===== config.mk =====
export PLATFORM = sky130hd
export DESIGN_NAME = touch_key_press_detector_unit
export DESIGN_NICKNAME = d
export VERILOG_FILES = /design/src/rtl/tkp_pkg.sv /design/src/rtl/tkp_key.sv /design/src/rtl/touch_key_press_detector_unit.sv
export SDC_FILE = /design/constraint.sdc
export NUM_CORES = 1
export LEC_CHECK = 0
export BUFFER_PORTS_ARGS = -buffer_cell sky130_fd_sc_hd__buf_2
export CAP_MARGIN = 10
export CELL_PAD_IN_SITES_DETAIL_PLACEMENT = 0
export CELL_PAD_IN_SITES_GLOBAL_PLACEMENT = 1
export CORE_MARGIN = 2
export CORE_UTILIZATION = 48
export DETAILED_ROUTE_END_ITERATION = 6
export PLACE_DENSITY = 0.94
export SYNTH_ARGS = -nofsm -noshare
export SYNTH_HDL_FRONTEND = slang
export SYNTH_SLANG_ARGS = --single-unit

===== constraint.sdc =====
create_clock -name clk_i -period 8.3 [get_ports clk_i]
set_clock_uncertainty 0.15 [all_clocks]
set_input_delay 1.66 -clock clk_i [delete_from_list [all_inputs] [get_ports clk_i]]
set_output_delay 1.66 -clock clk_i [all_outputs]
set_load 0.03 [all_outputs]

===== src/rtl/tkp_pkg.sv =====
// shared types, constants and register reset values for the touch key press detector
// no dependencies; imported by tkp_key and touch_key_press_detector_unit

package tkp_pkg;

  localparam int COUNT_BITS_DEF = 16;
  localparam int N_KEYS         = 7;
  localparam int NUM_REGS       = 8;
  localparam int REG_IDX_BITS   = 3;
  localparam int REG_BITS       = 16;
  localparam int CNT_BITS       = 5;

  localparam logic [REG_BITS-1:0] DOWN_REJECT = 16'h0230;
  localparam logic [CNT_BITS-1:0] TAP_WINDOW  = 5'd20;
  localparam logic [CNT_BITS-1:0] COUNTER_MAX = 5'd31;

  localparam logic REQ_CALIBRATE = 1'b0;

  // register indexes on the configuration port
  typedef enum logic [REG_IDX_BITS-1:0] {
    REG_THR_MIDDLE     = 3'd0,
    REG_THR_DOWN       = 3'd1,
    REG_THR_UP         = 3'd2,
    REG_THR_LEFT       = 3'd3,
    REG_THR_RIGHT      = 3'd4,
    REG_THR_DIAG_LEFT  = 3'd5,
    REG_THR_DIAG_RIGHT = 3'd6,
    REG_RELEASE_LEVEL  = 3'd7
  } tkp_reg_e;

  localparam int KEY_MID  = 0;
  localparam int KEY_DOWN = 1;

  localparam logic [REG_BITS-1:0] REG_RESET [NUM_REGS] = '{
    16'h01B0, 16'h0180, 16'h0180, 16'h0590, 16'h0590, 16'h0300, 16'h00A0, 16'd100
  };

  typedef enum logic [1:0] {
    ST_IDLE   = 2'd0,
    ST_CHECK  = 2'd1,
    ST_ACTION = 2'd2
  } tkp_state_e;

  typedef struct packed {
    logic        req_type;
    logic [15:0] count_middle;
    logic [15:0] count_down;
    logic [15:0] count_up;
    logic [15:0] count_left;
    logic [15:0] count_right;
    logic [15:0] count_diag_left;
    logic [15:0] count_diag_right;
  } tkp_in_t;

  typedef struct packed {
    logic        led_pulse;
    logic [6:0]  touch_mask;
    logic        any_touch;
    logic [1:0]  tap_phase;
    logic [15:0] middle_delta;
  } tkp_out_t;

endpackage


===== src/rtl/tkp_key.sv =====
// one key channel: baseline tracking, delta, touch flag and downward drift
// depends on tkp_pkg

module tkp_key import tkp_pkg::*; #(
  parameter int COUNT_BITS = COUNT_BITS_DEF
) (
  input  logic [COUNT_BITS-1:0] count_i,
  input  logic [COUNT_BITS-1:0] baseline_i,
  input  logic [REG_BITS-1:0]   thr_i,
  output logic [COUNT_BITS-1:0] baseline_o,
  output logic [REG_BITS-1:0]   delta_o,
  output logic                  touch_o
);

  logic                  rises;
  logic [COUNT_BITS:0]   sum;
  logic [COUNT_BITS-1:0] tracked;
  logic [COUNT_BITS-1:0] delta;

  always_comb begin
    rises   = baseline_i < count_i;
    // extra bit keeps the sum from wrapping
    sum     = {1'b0, baseline_i} + {1'b0, count_i};
    tracked = rises ? sum[COUNT_BITS:1] : baseline_i;
    delta   = rises ? '0 : baseline_i - count_i;
    delta_o = REG_BITS'(delta);
    touch_o = !rises && (delta_o > thr_i);
    // drift down by one, saturating at zero
    baseline_o = (tracked != '0) ? tracked - COUNT_BITS'(1) : tracked;
  end

endmodule


===== src/rtl/touch_key_press_detector_unit.sv =====
// top level of the touch key press detector: config registers, baselines, press machine
// depends on tkp_pkg and tkp_key
//
//  channel  signals                              payload
//  in       in_valid_i / in_ready_o              in_data_i  (tkp_in_t)
//  out      out_valid_o / out_ready_i            out_data_o (tkp_out_t)
//  cfg      cfg_we_i, cfg_idx_i                  cfg_data_i (16 bits)
//
// one beat per cycle while the output is drained: a scan is worked out in the cycle it is
// accepted and its result sits in the output register in the next cycle
// in_ready_o is high while the output register is empty or being drained
// reset clears baselines, press machine and flags and loads the threshold defaults

module touch_key_press_detector_unit import tkp_pkg::*; #(
  parameter int COUNT_BITS = COUNT_BITS_DEF
) (
  input  logic                    clk_i,
  input  logic                    rst_ni,
  input  logic                    in_valid_i,
  output logic                    in_ready_o,
  input  tkp_in_t                 in_data_i,
  output logic                    out_valid_o,
  input  logic                    out_ready_i,
  output tkp_out_t                out_data_o,
  input  logic                    cfg_we_i,
  input  logic [REG_IDX_BITS-1:0] cfg_idx_i,
  input  logic [REG_BITS-1:0]     cfg_data_i
);

  logic [REG_BITS-1:0]   regs_q     [NUM_REGS];
  logic [COUNT_BITS-1:0] baseline_q [N_KEYS];
  logic [COUNT_BITS-1:0] baseline_d [N_KEYS];
  logic [COUNT_BITS-1:0] drift      [N_KEYS];
  logic [COUNT_BITS-1:0] cnt        [N_KEYS];
  logic [REG_BITS-1:0]   delta      [N_KEYS];
  logic [N_KEYS-1:0]     mask;

  tkp_state_e            state_q, state_d;
  logic                  other_q, other_d;
  logic                  home_q, home_d;
  logic                  hvalid_q, hvalid_d;
  logic                  hinvalid_q, hinvalid_d;
  logic [CNT_BITS-1:0]   scan_q, scan_d, scan_inc;
  logic                  held;
  logic                  pulse;
  logic                  accept;
  logic                  is_cal;
  logic                  out_valid_q;
  tkp_out_t              out_q, out_d;

  assign in_ready_o  = !out_valid_q || out_ready_i;
  assign accept      = in_valid_i && in_ready_o;
  assign is_cal      = in_data_i.req_type == REQ_CALIBRATE;
  assign out_valid_o = out_valid_q;
  assign out_data_o  = out_q;

  assign cnt[0] = COUNT_BITS'(in_data_i.count_middle);
  assign cnt[1] = COUNT_BITS'(in_data_i.count_down);
  assign cnt[2] = COUNT_BITS'(in_data_i.count_up);
  assign cnt[3] = COUNT_BITS'(in_data_i.count_left);
  assign cnt[4] = COUNT_BITS'(in_data_i.count_right);
  assign cnt[5] = COUNT_BITS'(in_data_i.count_diag_left);
  assign cnt[6] = COUNT_BITS'(in_data_i.count_diag_right);

  for (genvar k = 0; k < N_KEYS; k++) begin : g_key
    tkp_key #(.COUNT_BITS(COUNT_BITS)) u_key (
      .count_i    (cnt[k]),
      .baseline_i (baseline_q[k]),
      .thr_i      (regs_q[k]),
      .baseline_o (drift[k]),
      .delta_o    (delta[k]),
      .touch_o    (mask[k])
    );
    assign baseline_d[k] = is_cal ? cnt[k] : drift[k];
  end

  always_comb begin
    held = 1'b0;
    for (int k = 0; k < N_KEYS; k++) begin
      if (delta[k] > regs_q[REG_RELEASE_LEVEL]) begin
        held = 1'b1;
      end
    end
  end

  assign scan_inc = (scan_q < COUNTER_MAX) ? scan_q + CNT_BITS'(1) : scan_q;

  // next state of the press machine and its flags
  always_comb begin
    state_d    = state_q;
    other_d    = other_q;
    home_d     = home_q;
    hvalid_d   = hvalid_q;
    hinvalid_d = hinvalid_q;
    scan_d     = scan_inc;
    unique case (state_q)
      ST_CHECK: begin
        if (other_q) begin
          if (!held) begin
            state_d = ST_ACTION;
          end
        end else if (home_q) begin
          if (delta[KEY_DOWN] > DOWN_REJECT || mask[6:2] != '0 ||
              delta[KEY_DOWN] > delta[KEY_MID]) begin
            hinvalid_d = 1'b1;
          end else if (delta[KEY_MID] > regs_q[REG_RELEASE_LEVEL]) begin
            hvalid_d = 1'b1;
          end else begin
            state_d = ST_ACTION;
          end
        end
      end
      ST_ACTION: begin
        hvalid_d   = 1'b0;
        other_d    = 1'b0;
        home_d     = 1'b0;
        hinvalid_d = 1'b0;
        state_d    = ST_IDLE;
      end
      default: begin
        state_d = ST_IDLE;
        if (mask != '0) begin
          scan_d = '0;
          if (mask[6:1] != '0) begin
            other_d  = 1'b1;
            hvalid_d = 1'b0;
          end else begin
            other_d = 1'b0;
          end
          home_d  = mask[KEY_MID] && (mask[6:1] == '0);
          state_d = ST_CHECK;
        end
      end
    endcase
  end

  // machine outputs
  always_comb begin
    pulse = (state_q == ST_ACTION) && hvalid_q && !hinvalid_q && (scan_inc < TAP_WINDOW);
  end

  always_comb begin
    if (is_cal) begin
      out_d.led_pulse    = 1'b0;
      out_d.touch_mask   = '0;
      out_d.any_touch    = 1'b0;
      out_d.tap_phase    = state_q;
      out_d.middle_delta = '0;
    end else begin
      out_d.led_pulse    = pulse;
      out_d.touch_mask   = mask;
      out_d.any_touch    = mask != '0;
      out_d.tap_phase    = state_d;
      out_d.middle_delta = delta[KEY_MID];
    end
  end

  always_ff @(posedge clk_i or negedge rst_ni) begin
    if (!rst_ni) begin
      for (int r = 0; r < NUM_REGS; r++) begin
        regs_q[r] <= REG_RESET[r];
      end
    end else if (cfg_we_i) begin
      regs_q[cfg_idx_i] <= cfg_data_i;
    end
  end

  always_ff @(posedge clk_i or negedge rst_ni) begin
    if (!rst_ni) begin
      for (int k = 0; k < N_KEYS; k++) begin
        baseline_q[k] <= '0;
      end
      state_q    <= ST_IDLE;
      other_q    <= 1'b0;
      home_q     <= 1'b0;
      hvalid_q   <= 1'b0;
      hinvalid_q <= 1'b0;
      scan_q     <= '0;
    end else if (accept) begin
      baseline_q <= baseline_d;
      // a calibrate beat leaves the machine and counter alone
      if (!is_cal) begin
        state_q    <= state_d;
        other_q    <= other_d;
        home_q     <= home_d;
        hvalid_q   <= hvalid_d;
        hinvalid_q <= hinvalid_d;
        scan_q     <= scan_d;
      end
    end
  end

  always_ff @(posedge clk_i or negedge rst_ni) begin
    if (!rst_ni) begin
      out_valid_q <= 1'b0;
    end else if (accept) begin
      out_valid_q <= 1'b1;
    end else if (out_ready_i) begin
      out_valid_q <= 1'b0;
    end
  end

  always_ff @(posedge clk_i) begin
    if (accept) begin
      out_q <= out_d;
    end
  end

endmodule

# Yosys cells after proc, flatten, opt, wreduce, memory -nomap -nowiden

Cells that the tools add are included.

Divide/modulo/power cells: 0
Mux-type cells: 67
Equal/unequal tests: 7
Order comparisons: 27
Add/sub/neg operators: 22
Bitwise gates (word level): 2
Multipliers: 0
Shift-type cells: 0
Reductions and logical operators: 46

Operators with widths:

| operator              | number |
|---|---|
| $mux 16               | 29 |
| $gt 16x16->1          | 15 |
| $bwmux 128            | 1 |
| $add 16x16->17        | 7 |
| $lt 16x16->1          | 7 |
| $reduce_bool 16->1    | 7 |
| $sub 16x1->16 const B | 7 |
| $sub 16x16->16        | 7 |
| $demux 16 s3          | 1 |
| $mux 1                | 22 |
| $mux 18               | 1 |
| $gt 16x10->1 const B  | 1 |
| $mux 5                | 3 |
| $logic_and 1x1->1     | 13 |
| $lt 5x5->1 const B    | 2 |
| $mux 2                | 5 |
| $ne 2x2->1 const B    | 5 |
| $logic_not 1->1       | 9 |
| $pmux 1 s2            | 4 |
| $reduce_and 8->1      | 1 |
| $reduce_bool 7->1     | 1 |
| $logic_not 6->1       | 1 |
| $reduce_and 6->1      | 1 |
| $reduce_bool 2->1     | 3 |
| other kinds (15)      | 18 |

Bits in registers: 279
Bits in latches: 0
Output and inout port bits: 29
Memories kept: 0
ROM bits: 0
Word-level logic and storage cells: 198
RAM bits: 0

# Depth between registers and ports, before layout

Gate-level depths: netlist (run 1).

Depth after elaboration: 14
Gate-level depth with buffers: 26
Gate-level depth less buffers: 25

# By module

Synthesis (run 1) repeated with hierarchy kept, for this count alone.

Cell total of the unflattened synthesis: 4210
Area total of the unflattened synthesis: 34959.8 µm²

By module, submodules not included:

| module                        | cells an instance | instances | seq. area each (µm²) | area an instance (µm²) |
|---|---|---|---|---|
| tkp_key at g_key[0].u_key ... | 420               | 5         | 0.0                  | 2920.3 |
| touch_key_press_detector_unit | 1274              | 1         | 7145.6               | 14423.8 |
| tkp_key at g_key[1].u_key     | 424               | 1         | 0.0                  | 3086.7 |
| tkp_key at g_key[2].u_key     | 412               | 1         | 0.0                  | 2847.7 |

# Worst setup path after synthesis (run 1)

No wires, ideal clock.

Path kind: input -> register
Start point: in in_data_i[96] in the netlist's numbering
End point: reg out_q, in the netlist out_data_o[16], data pin
Arrival time: 6.600 ns
Setup time: 0.272 ns
Stages on the path: 24
Setup slack: 1.278 ns
Cells stage by stage: ha_1 > inv_1 > fa_1 > a211oi_2 > o21ai_1 > o41ai_2 > o31ai_2 > a31oi_1 > clkbuf_1 > clkbuf_1 > clkbuf_1 > buf_1 > nor2_1 > ha_1 > a21o_1 > a21o_1 > a21oi_1 > nor2_1 > a211oi_1 > a21oi_1 > nand4b_1 > or4_1 > nand4_1 > o211ai_1

RTL lines:

| what                   | RTL line                             | text |
|---|---|---|
| start: declaration     | touch_key_press_detector_unit.sv:21  | `input tkp_in_t in_data_i,` |
| end signal: assignment | touch_key_press_detector_unit.sv:205 | `out_q <= out_d;` |
| end: declaration       | touch_key_press_detector_unit.sv:49  | `tkp_out_t out_q, out_d;` |

==> flow_metrics.env, run 1 <==
export IMPL_status="finished clean"
export IMPL_avgSynthCellArea_um2=7.81
export IMPL_final_common_cell="ha_1"
export IMPL_drive_above_1_share_pct=10.1
export IMPL_antenna_found_initial=8
export IMPL_drt_iter0_drc=3100
export IMPL_yosysTopAreaCellShare_pct=17.6
export IMPL_r2r_end="out_data_o[16]"
export IMPL_sw_frac_of_total_pct=50.9
export IMPL_cp_start_kind="input pin"
export IMPL_finalCoreUtilization_pct=53.1
export IMPL_r2r_start="baseline_q[65]"
export IMPL_cp_startpoint="in_data_i[65]"
export IMPL_finalCritPeriodShare_pct=85.9
export IMPL_ant_nets=0
export IMPL_max_stage_delay_ps=890
export IMPL_p_sw_mw=6.69
export IMPL_p_leak_nw=16.8
export IMPL_pwr_share_seq_pct=16.8
export IMPL_power_internal_mw=6.45
export IMPL_wl_per_cell_um=20.2
export IMPL_synth_distinct_cells=97
export IMPL_synth_area_leader_cell="ha_1"
export IMPL_ys_flop_type="dfrtp_1"
export IMPL_hold_path_class="flip-flop to flip-flop"
export IMPL_wl_mm=108
export IMPL_synthTopCellsByArea="ha_1 (18%), dfrtp_1 (17%), a21oi_1 (4.5%), o21ai_0 (4.5%), nor2_1 (4.4%)"
export IMPL_finalWorstPathRequiredPeriod_ps=7130
export IMPL_synth_net_count=4926
export IMPL_area_delta_synth_final_pct=9.01
export IMPL_cpMaxStageDelayCell="nor4_1"
export IMPL_max_cap_viol_count=0
export IMPL_finalSetupViolCount=0
export IMPL_stdcell_area_um2=36600
export IMPL_worstMarginPinSlew_ps=1170
export IMPL_portBuffers=165
export IMPL_fmax_ghz=0.140
export IMPL_insertion_delay_ps=600
export IMPL_power_frac_comb_pct=69.2
export IMPL_postCtsSetupBuffers=0
export IMPL_worst_path_most_repeated_cell="o21ai_0"
export IMPL_nNetsFinal=4977
export IMPL_die_width_um=269
export IMPL_cts_hold_buffers=0
export IMPL_yosysSeqAreaShare_pct=21.3
export IMPL_grt_total_usage_pct=29.2
export IMPL_ys_ff_latch=279
export IMPL_cts_buffers=39
export IMPL_cts_sinks=279
export IMPL_clockBufferDepth=3
export IMPL_yosys_warnings=0
export IMPL_rr_worst_depth=22
export IMPL_cp_endpoint="out_data_o[16]"
export IMPL_drv_slew=0
export IMPL_whs_ps=345
export IMPL_grt_pass1_wl_mm=168
export IMPL_dp_final_hpwl_mm=78.4
export IMPL_clockRootBuffer="clkbuf_16"
export IMPL_fillCellCount=6579
export IMPL_overflow=0
export IMPL_grt_max_degree=175
export IMPL_cp_max_fo=5
export IMPL_synth_edf_count=27
export IMPL_post_cts_resized=0
export IMPL_setup_worst_path_end_class="flip-flop"
export IMPL_ir_worst_vdd_uv=219
export IMPL_setup_tns_ps=0
export IMPL_grt_pass1_vias=30800
export IMPL_place_congestion=0.956
export IMPL_place_area_um2=35200
export IMPL_slew_headroom_pct=21.5
export IMPL_finalHoldViolCount=0
export IMPL_io_pins=166
export IMPL_dr_pass1_iters=5
export IMPL_path_clk_slew_ps=60
export IMPL_htree_levels=2
export IMPL_place_ws_ps=712
export IMPL_drc_errors=0
export IMPL_floorplan_core_area_um2=68900
export IMPL_r2r_slack_ps=2040
export IMPL_p_clk_share_pct=14.0
export IMPL_vias_per_cell=6.16
export IMPL_fin_ws_ps=1170
export IMPL_start_util_pct=48.7
export IMPL_rsz0062_at_grt="no"
export IMPL_synth_area_um2=33600
export IMPL_vias=32800
export IMPL_num_rows=96
export IMPL_netlist_instances=4302
export IMPL_fp_dieH_um=269
export IMPL_crit_path_cell_trace="buf_2 > inv_1 > ha_1 > nor2b_1 > o21ai_0 > a21oi_1 > o21ai_0 > a21oi_1 > o21ai_0 > a21oi_1 > o41ai_1 > o21ai_0 > a2111oi_0 > nand4b_1 > ha_1 > nand4_1 > nor3_1 > a311oi_1 > a211o_1 > o31ai_1 > nor4_1 > nand4_1 > nand4_1 > o211ai_1"
export IMPL_worstPathArrival_ps=7270
export IMPL_dieArea_um2=72100
export IMPL_critical_path_class="input pin to flip-flop"
export IMPL_final_cell_mix="ha_1 (473), nor2_1 (390), inv_1 (382)"
export IMPL_p_per_area_nw_per_um2=359
export IMPL_async_flop_share_pct=90.3
export IMPL_critPathRequiredTime_ps=8450
export IMPL_cts_tree="built"
-- worst max-delay path, delay by kind of cell --
| family | cells | cell delay, ps |
|---|---|---|
| buffers and inverters | 2 | 220 |
| and+or+nand+nor | 7 | 1940 |
| adders and majority gates | 2 | 560 |
| AOI/OAI and AO/OA | 13 | 2900 |
-- through the flow --
step	power (mW)	std cells
finish	13.1	5324
global route	14.3	5315
CTS	13.0	5315
detailed placement	11.1	5243
global placement	10.9	5243
floorplan	8.89	4302
-- power by group through the flow --
stage / clock [mW] / sequential, mW / combinational, mW
3_3_place_gp: 0 / 2.21 / 8.73
5_1_grt: 1.93 / 2.27 / 10.1
3_5_place_dp: 0 / 2.22 / 8.85
2_1_floorplan: 0 / 2.13 / 6.76
4_1_cts: 1.87 / 2.20 / 8.92
6_report: 1.84 / 2.21 / 9.09
-- worst min-delay path by stage --
stage	startpoint	end	slack [ps]	cells after the start
2_1_floorplan	home_q	home_q	310	2
3_3_place_gp	home_q	home_q	320	2
3_5_place_dp	home_q	home_q	330	2
4_1_cts	home_q	home_q	340	2
5_1_grt	regs_q[14]	regs_q[14]	360	1
6_report	home_q	home_q	340	2
-- sequential cells by signal, summed over array words and instances, names as in the netlist --
name and cells:
baseline_q 112, hinvalid_q 1, home_q 1, hvalid_q 1
other_q 1, out_data_o 27, out_valid_o 1, regs_q 128
scan_q 5, state_q 2
-- final cells by class --
cell class | count | area (um^2) | share of cell area, %
Antenna cell | 9 | 22.5 | 0.0615
Sequential cell | 279 | 7150 | 19.5
Clock inverter | 27 | 319 | 0.872
Tap cell | 931 | 1160 | 3.18
Inverter | 386 | 1450 | 3.96
Timing Repair Buffer | 199 | 1110 | 3.02
Multi-Input combinational cell | 3448 | 24300 | 66.5
Clock buffer | 45 | 1060 | 2.90
-- metal layers --
layer / global-route usage [%] / vias up / routed length [um]
li1: - / 15700 / -
met1: 39.9 / 15600 / 46900
met2: 47.1 / 1293 / 48100
met3: 4.72 / 216 / 9260
met4: 9.32 / 8 / 3240
met5: 0 / - / 49
-- Yosys cell counts, drive strengths merged (86+ instances only) --
cell and n:
a21o 88, o21ai 338, nand2 265, inv 385, clkbuf 167, a21oi 302, ha 473, xnor2 137
dfrtp 229, nor3 173, nand3 111, nor2 393, mux2 86
-- kinds of logic after synthesis --
family	after synthesis	share of synthesized area, %
compound gates	1234	23.8
xor+xnor	183	4.77
fa+ha+maj	489	18.5
buf+inv	575	6.49
flops	279	21.3
mux	130	4.20
simple gates	1412	20.9
(Power assumes the default switching activity.)
==> run 2, diff against run 1 <==
--- a/config.mk
+++ b/config.mk
@@ -10,9 +10,9 @@
 export CELL_PAD_IN_SITES_DETAIL_PLACEMENT = 0
 export CELL_PAD_IN_SITES_GLOBAL_PLACEMENT = 1
 export CORE_MARGIN = 2
-export CORE_UTILIZATION = 48
+export CORE_UTILIZATION = 43
 export DETAILED_ROUTE_END_ITERATION = 6
-export PLACE_DENSITY = 0.94
+export PLACE_DENSITY = 0.89
 export SYNTH_ARGS = -nofsm -noshare
 export SYNTH_HDL_FRONTEND = slang
 export SYNTH_SLANG_ARGS = --single-unit
==> constraint.sdc (replaced) <==
create_clock -name clk_i -period 6.5 [get_ports clk_i]
set_clock_uncertainty 0.15 [all_clocks]
set_input_delay 1.3 -clock clk_i [delete_from_list [all_inputs] [get_ports clk_i]]
set_output_delay 1.3 -clock clk_i [all_outputs]
set_load 0.03 [all_outputs]
==> flow_metrics.env, run 2 (synthesis gave the netlist of run 1 again) <==
export IMPL_status="finished clean"
export IMPL_pwr_share_seq_pct=16.5
export IMPL_critPathRequiredTime_ps=6730
export IMPL_final_cell_mix="ha_1 (473), nor2_1 (390), inv_1 (382)"
export IMPL_htree_levels=2
export IMPL_drv_slew=0
export IMPL_cts_tree="built"
export IMPL_sw_frac_of_total_pct=50.1
export IMPL_grt_pass1_wl_mm=173
export IMPL_slew_headroom_pct=31.3
export IMPL_vias_per_cell=5.96
export IMPL_wl_per_cell_um=20.1
export IMPL_area_delta_synth_final_pct=11.5
export IMPL_overflow=0
export IMPL_num_rows=102
export IMPL_power_frac_comb_pct=69.4
export IMPL_post_cts_resized=0
export IMPL_grt_max_degree=113
export IMPL_dieArea_um2=80300
export IMPL_fmax_ghz=0.162
export IMPL_clockBufferDepth=3
export IMPL_ir_worst_vdd_uv=225
export IMPL_whs_ps=350
export IMPL_p_sw_mw=8.61
export IMPL_floorplan_core_area_um2=77300
export IMPL_fp_dieH_um=283
export IMPL_dr_pass1_iters=6
export IMPL_dp_final_hpwl_mm=82.8
export IMPL_finalSetupViolCount=0
export IMPL_cts_hold_buffers=0
export IMPL_critical_path_class="input pin to flip-flop"
export IMPL_die_width_um=283
export IMPL_max_cap_viol_count=0
export IMPL_portBuffers=165
export IMPL_p_leak_nw=17.2
export IMPL_start_util_pct=43.4
export IMPL_vias=32900
export IMPL_setup_worst_path_end_class="flip-flop"
export IMPL_place_congestion=0.930
export IMPL_cts_buffers=39
export IMPL_top_register="regs_q"
export IMPL_drive_above_1_share_pct=11.7
export IMPL_largest_reg_flops=128
export IMPL_drc_errors=0
export IMPL_drt_iter0_drc=2816
export IMPL_rsz0062_at_grt="no"
export IMPL_clockRootBuffer="clkbuf_16"
export IMPL_nNetsFinal=5061
export IMPL_finalWorstPathRequiredPeriod_ps=6160
export IMPL_p_per_area_nw_per_um2=459
export IMPL_cts_sinks=279
export IMPL_grt_total_usage_pct=26.6
export IMPL_cp_start_kind="input pin"
export IMPL_worstPathArrival_ps=6400
export IMPL_hold_path_class="flip-flop to flip-flop"
export IMPL_power_internal_mw=8.57
export IMPL_io_pins=166
export IMPL_p_total_mw=17.2
export IMPL_finalCritPeriodShare_pct=94.8
export IMPL_p_clk_share_pct=14.1
export IMPL_final_common_cell="ha_1"
export IMPL_insertion_delay_ps=600
export IMPL_grt_pass1_vias=30700
export IMPL_path_clk_slew_ps=60
export IMPL_wl_mm=111
export IMPL_ant_nets=0
export IMPL_antenna_found_initial=10
export IMPL_finalHoldViolCount=0
export IMPL_cp_max_fo=3
export IMPL_postCtsSetupBuffers=0
export IMPL_worstMarginPinSlew_ps=1030
## run 2: changes by cell type in the layout (fill, tap and decap cells not counted), sizes merged, moves of 2 or more
cell | before | now
bufinv | 5 | 7
inv | 390 | 385
buf | 199 | 283
clkbuf | 45 | 49
clkinv | 14 | 11
## run 2: critical path, stage by stage
cell	delay, ps
buf_2	90
inv_1	70
ha_1	310
nor2b_1	130
o21ai_0	210
a21oi_1	150
o21ai_0	220
a21oi_1	140
o21ai_0	210
a21oi_1	140
o2111a_1	280
o21ai_0	330
nor3b_1	430
ha_1	340
a21oi_1	130
nor2b_1	50
o21ai_0	150
o2111ai_1	180
o31ai_1	430
nand4b_1	220
or4_1	560
a311oi_1	330
## run 2: worst paths after layout
check	startpoint	to	slack, ps	depth (start not counted)
min in group asynchronous	rst_ni	baseline_q[28]	540	1
worst max register to register	baseline_q[1]	out_data_o[17]	660	20
worst min-delay path	home_q	home_q	350	2
worst min register to register	home_q	home_q	350	2
worst max-delay path	in_data_i[1]	out_data_o[17]	340	22
max in group asynchronous	rst_ni	baseline_q[109]	4380	2
## run 2: metal layers
metal | vias up | wire, um | share of wire, % | global-route usage (%)
met3 | 192 | 7850 | 7.1 | 3.97
met1 | 15600 | 49600 | 45 | 36.7
met5 | - | 37 | 0.033 | 0
li1 | 15900 | - | - | -
met2 | 1147 | 50600 | 45 | 43.1
met4 | 6 | 3090 | 2.8 | 7.61
## run 2: final cells by class
class	instances	area, um^2
inverter	386	1450
multi-input combinational	3448	24400
tap	1040	1300
fill	7732	39900
timing repair buffer	283	1750
sequential	279	7150
antenna	10	25.0
clock buffer	49	1100
clock inverter	22	310
## run 2: metrics by stage
step / cells / setup TNS [ps] / util, % / setup WS, ps / area [um^2]
floorplan: 4302 / 0 / - / 8.76 / 33600
global placement: 5436 / 0 / 46.5 / 14.6 / 36000
detailed placement: 5436 / -455 / 46.5 / -220 / 36000
finish: 5517 / 0 / 48.4 / 337 / 37400
global route: 5508 / 0 / 48.4 / 48.2 / 37400
CTS: 5507 / 0 / 48.4 / 395 / 37400
## run 2: power groups by stage
| stage | Sequential (mW) | Combinational (mW) | Clock (mW) |
|---|---|---|---|
| after floorplan | 2.72 | 8.64 | 0 |
| after global placement | 2.83 | 11.5 | 0 |
| after detailed placement | 2.84 | 11.6 | 0 |
| after CTS | 2.82 | 11.7 | 2.45 |
| after global routing | 2.92 | 13.2 | 2.52 |
| final | 2.84 | 11.9 | 2.42 |
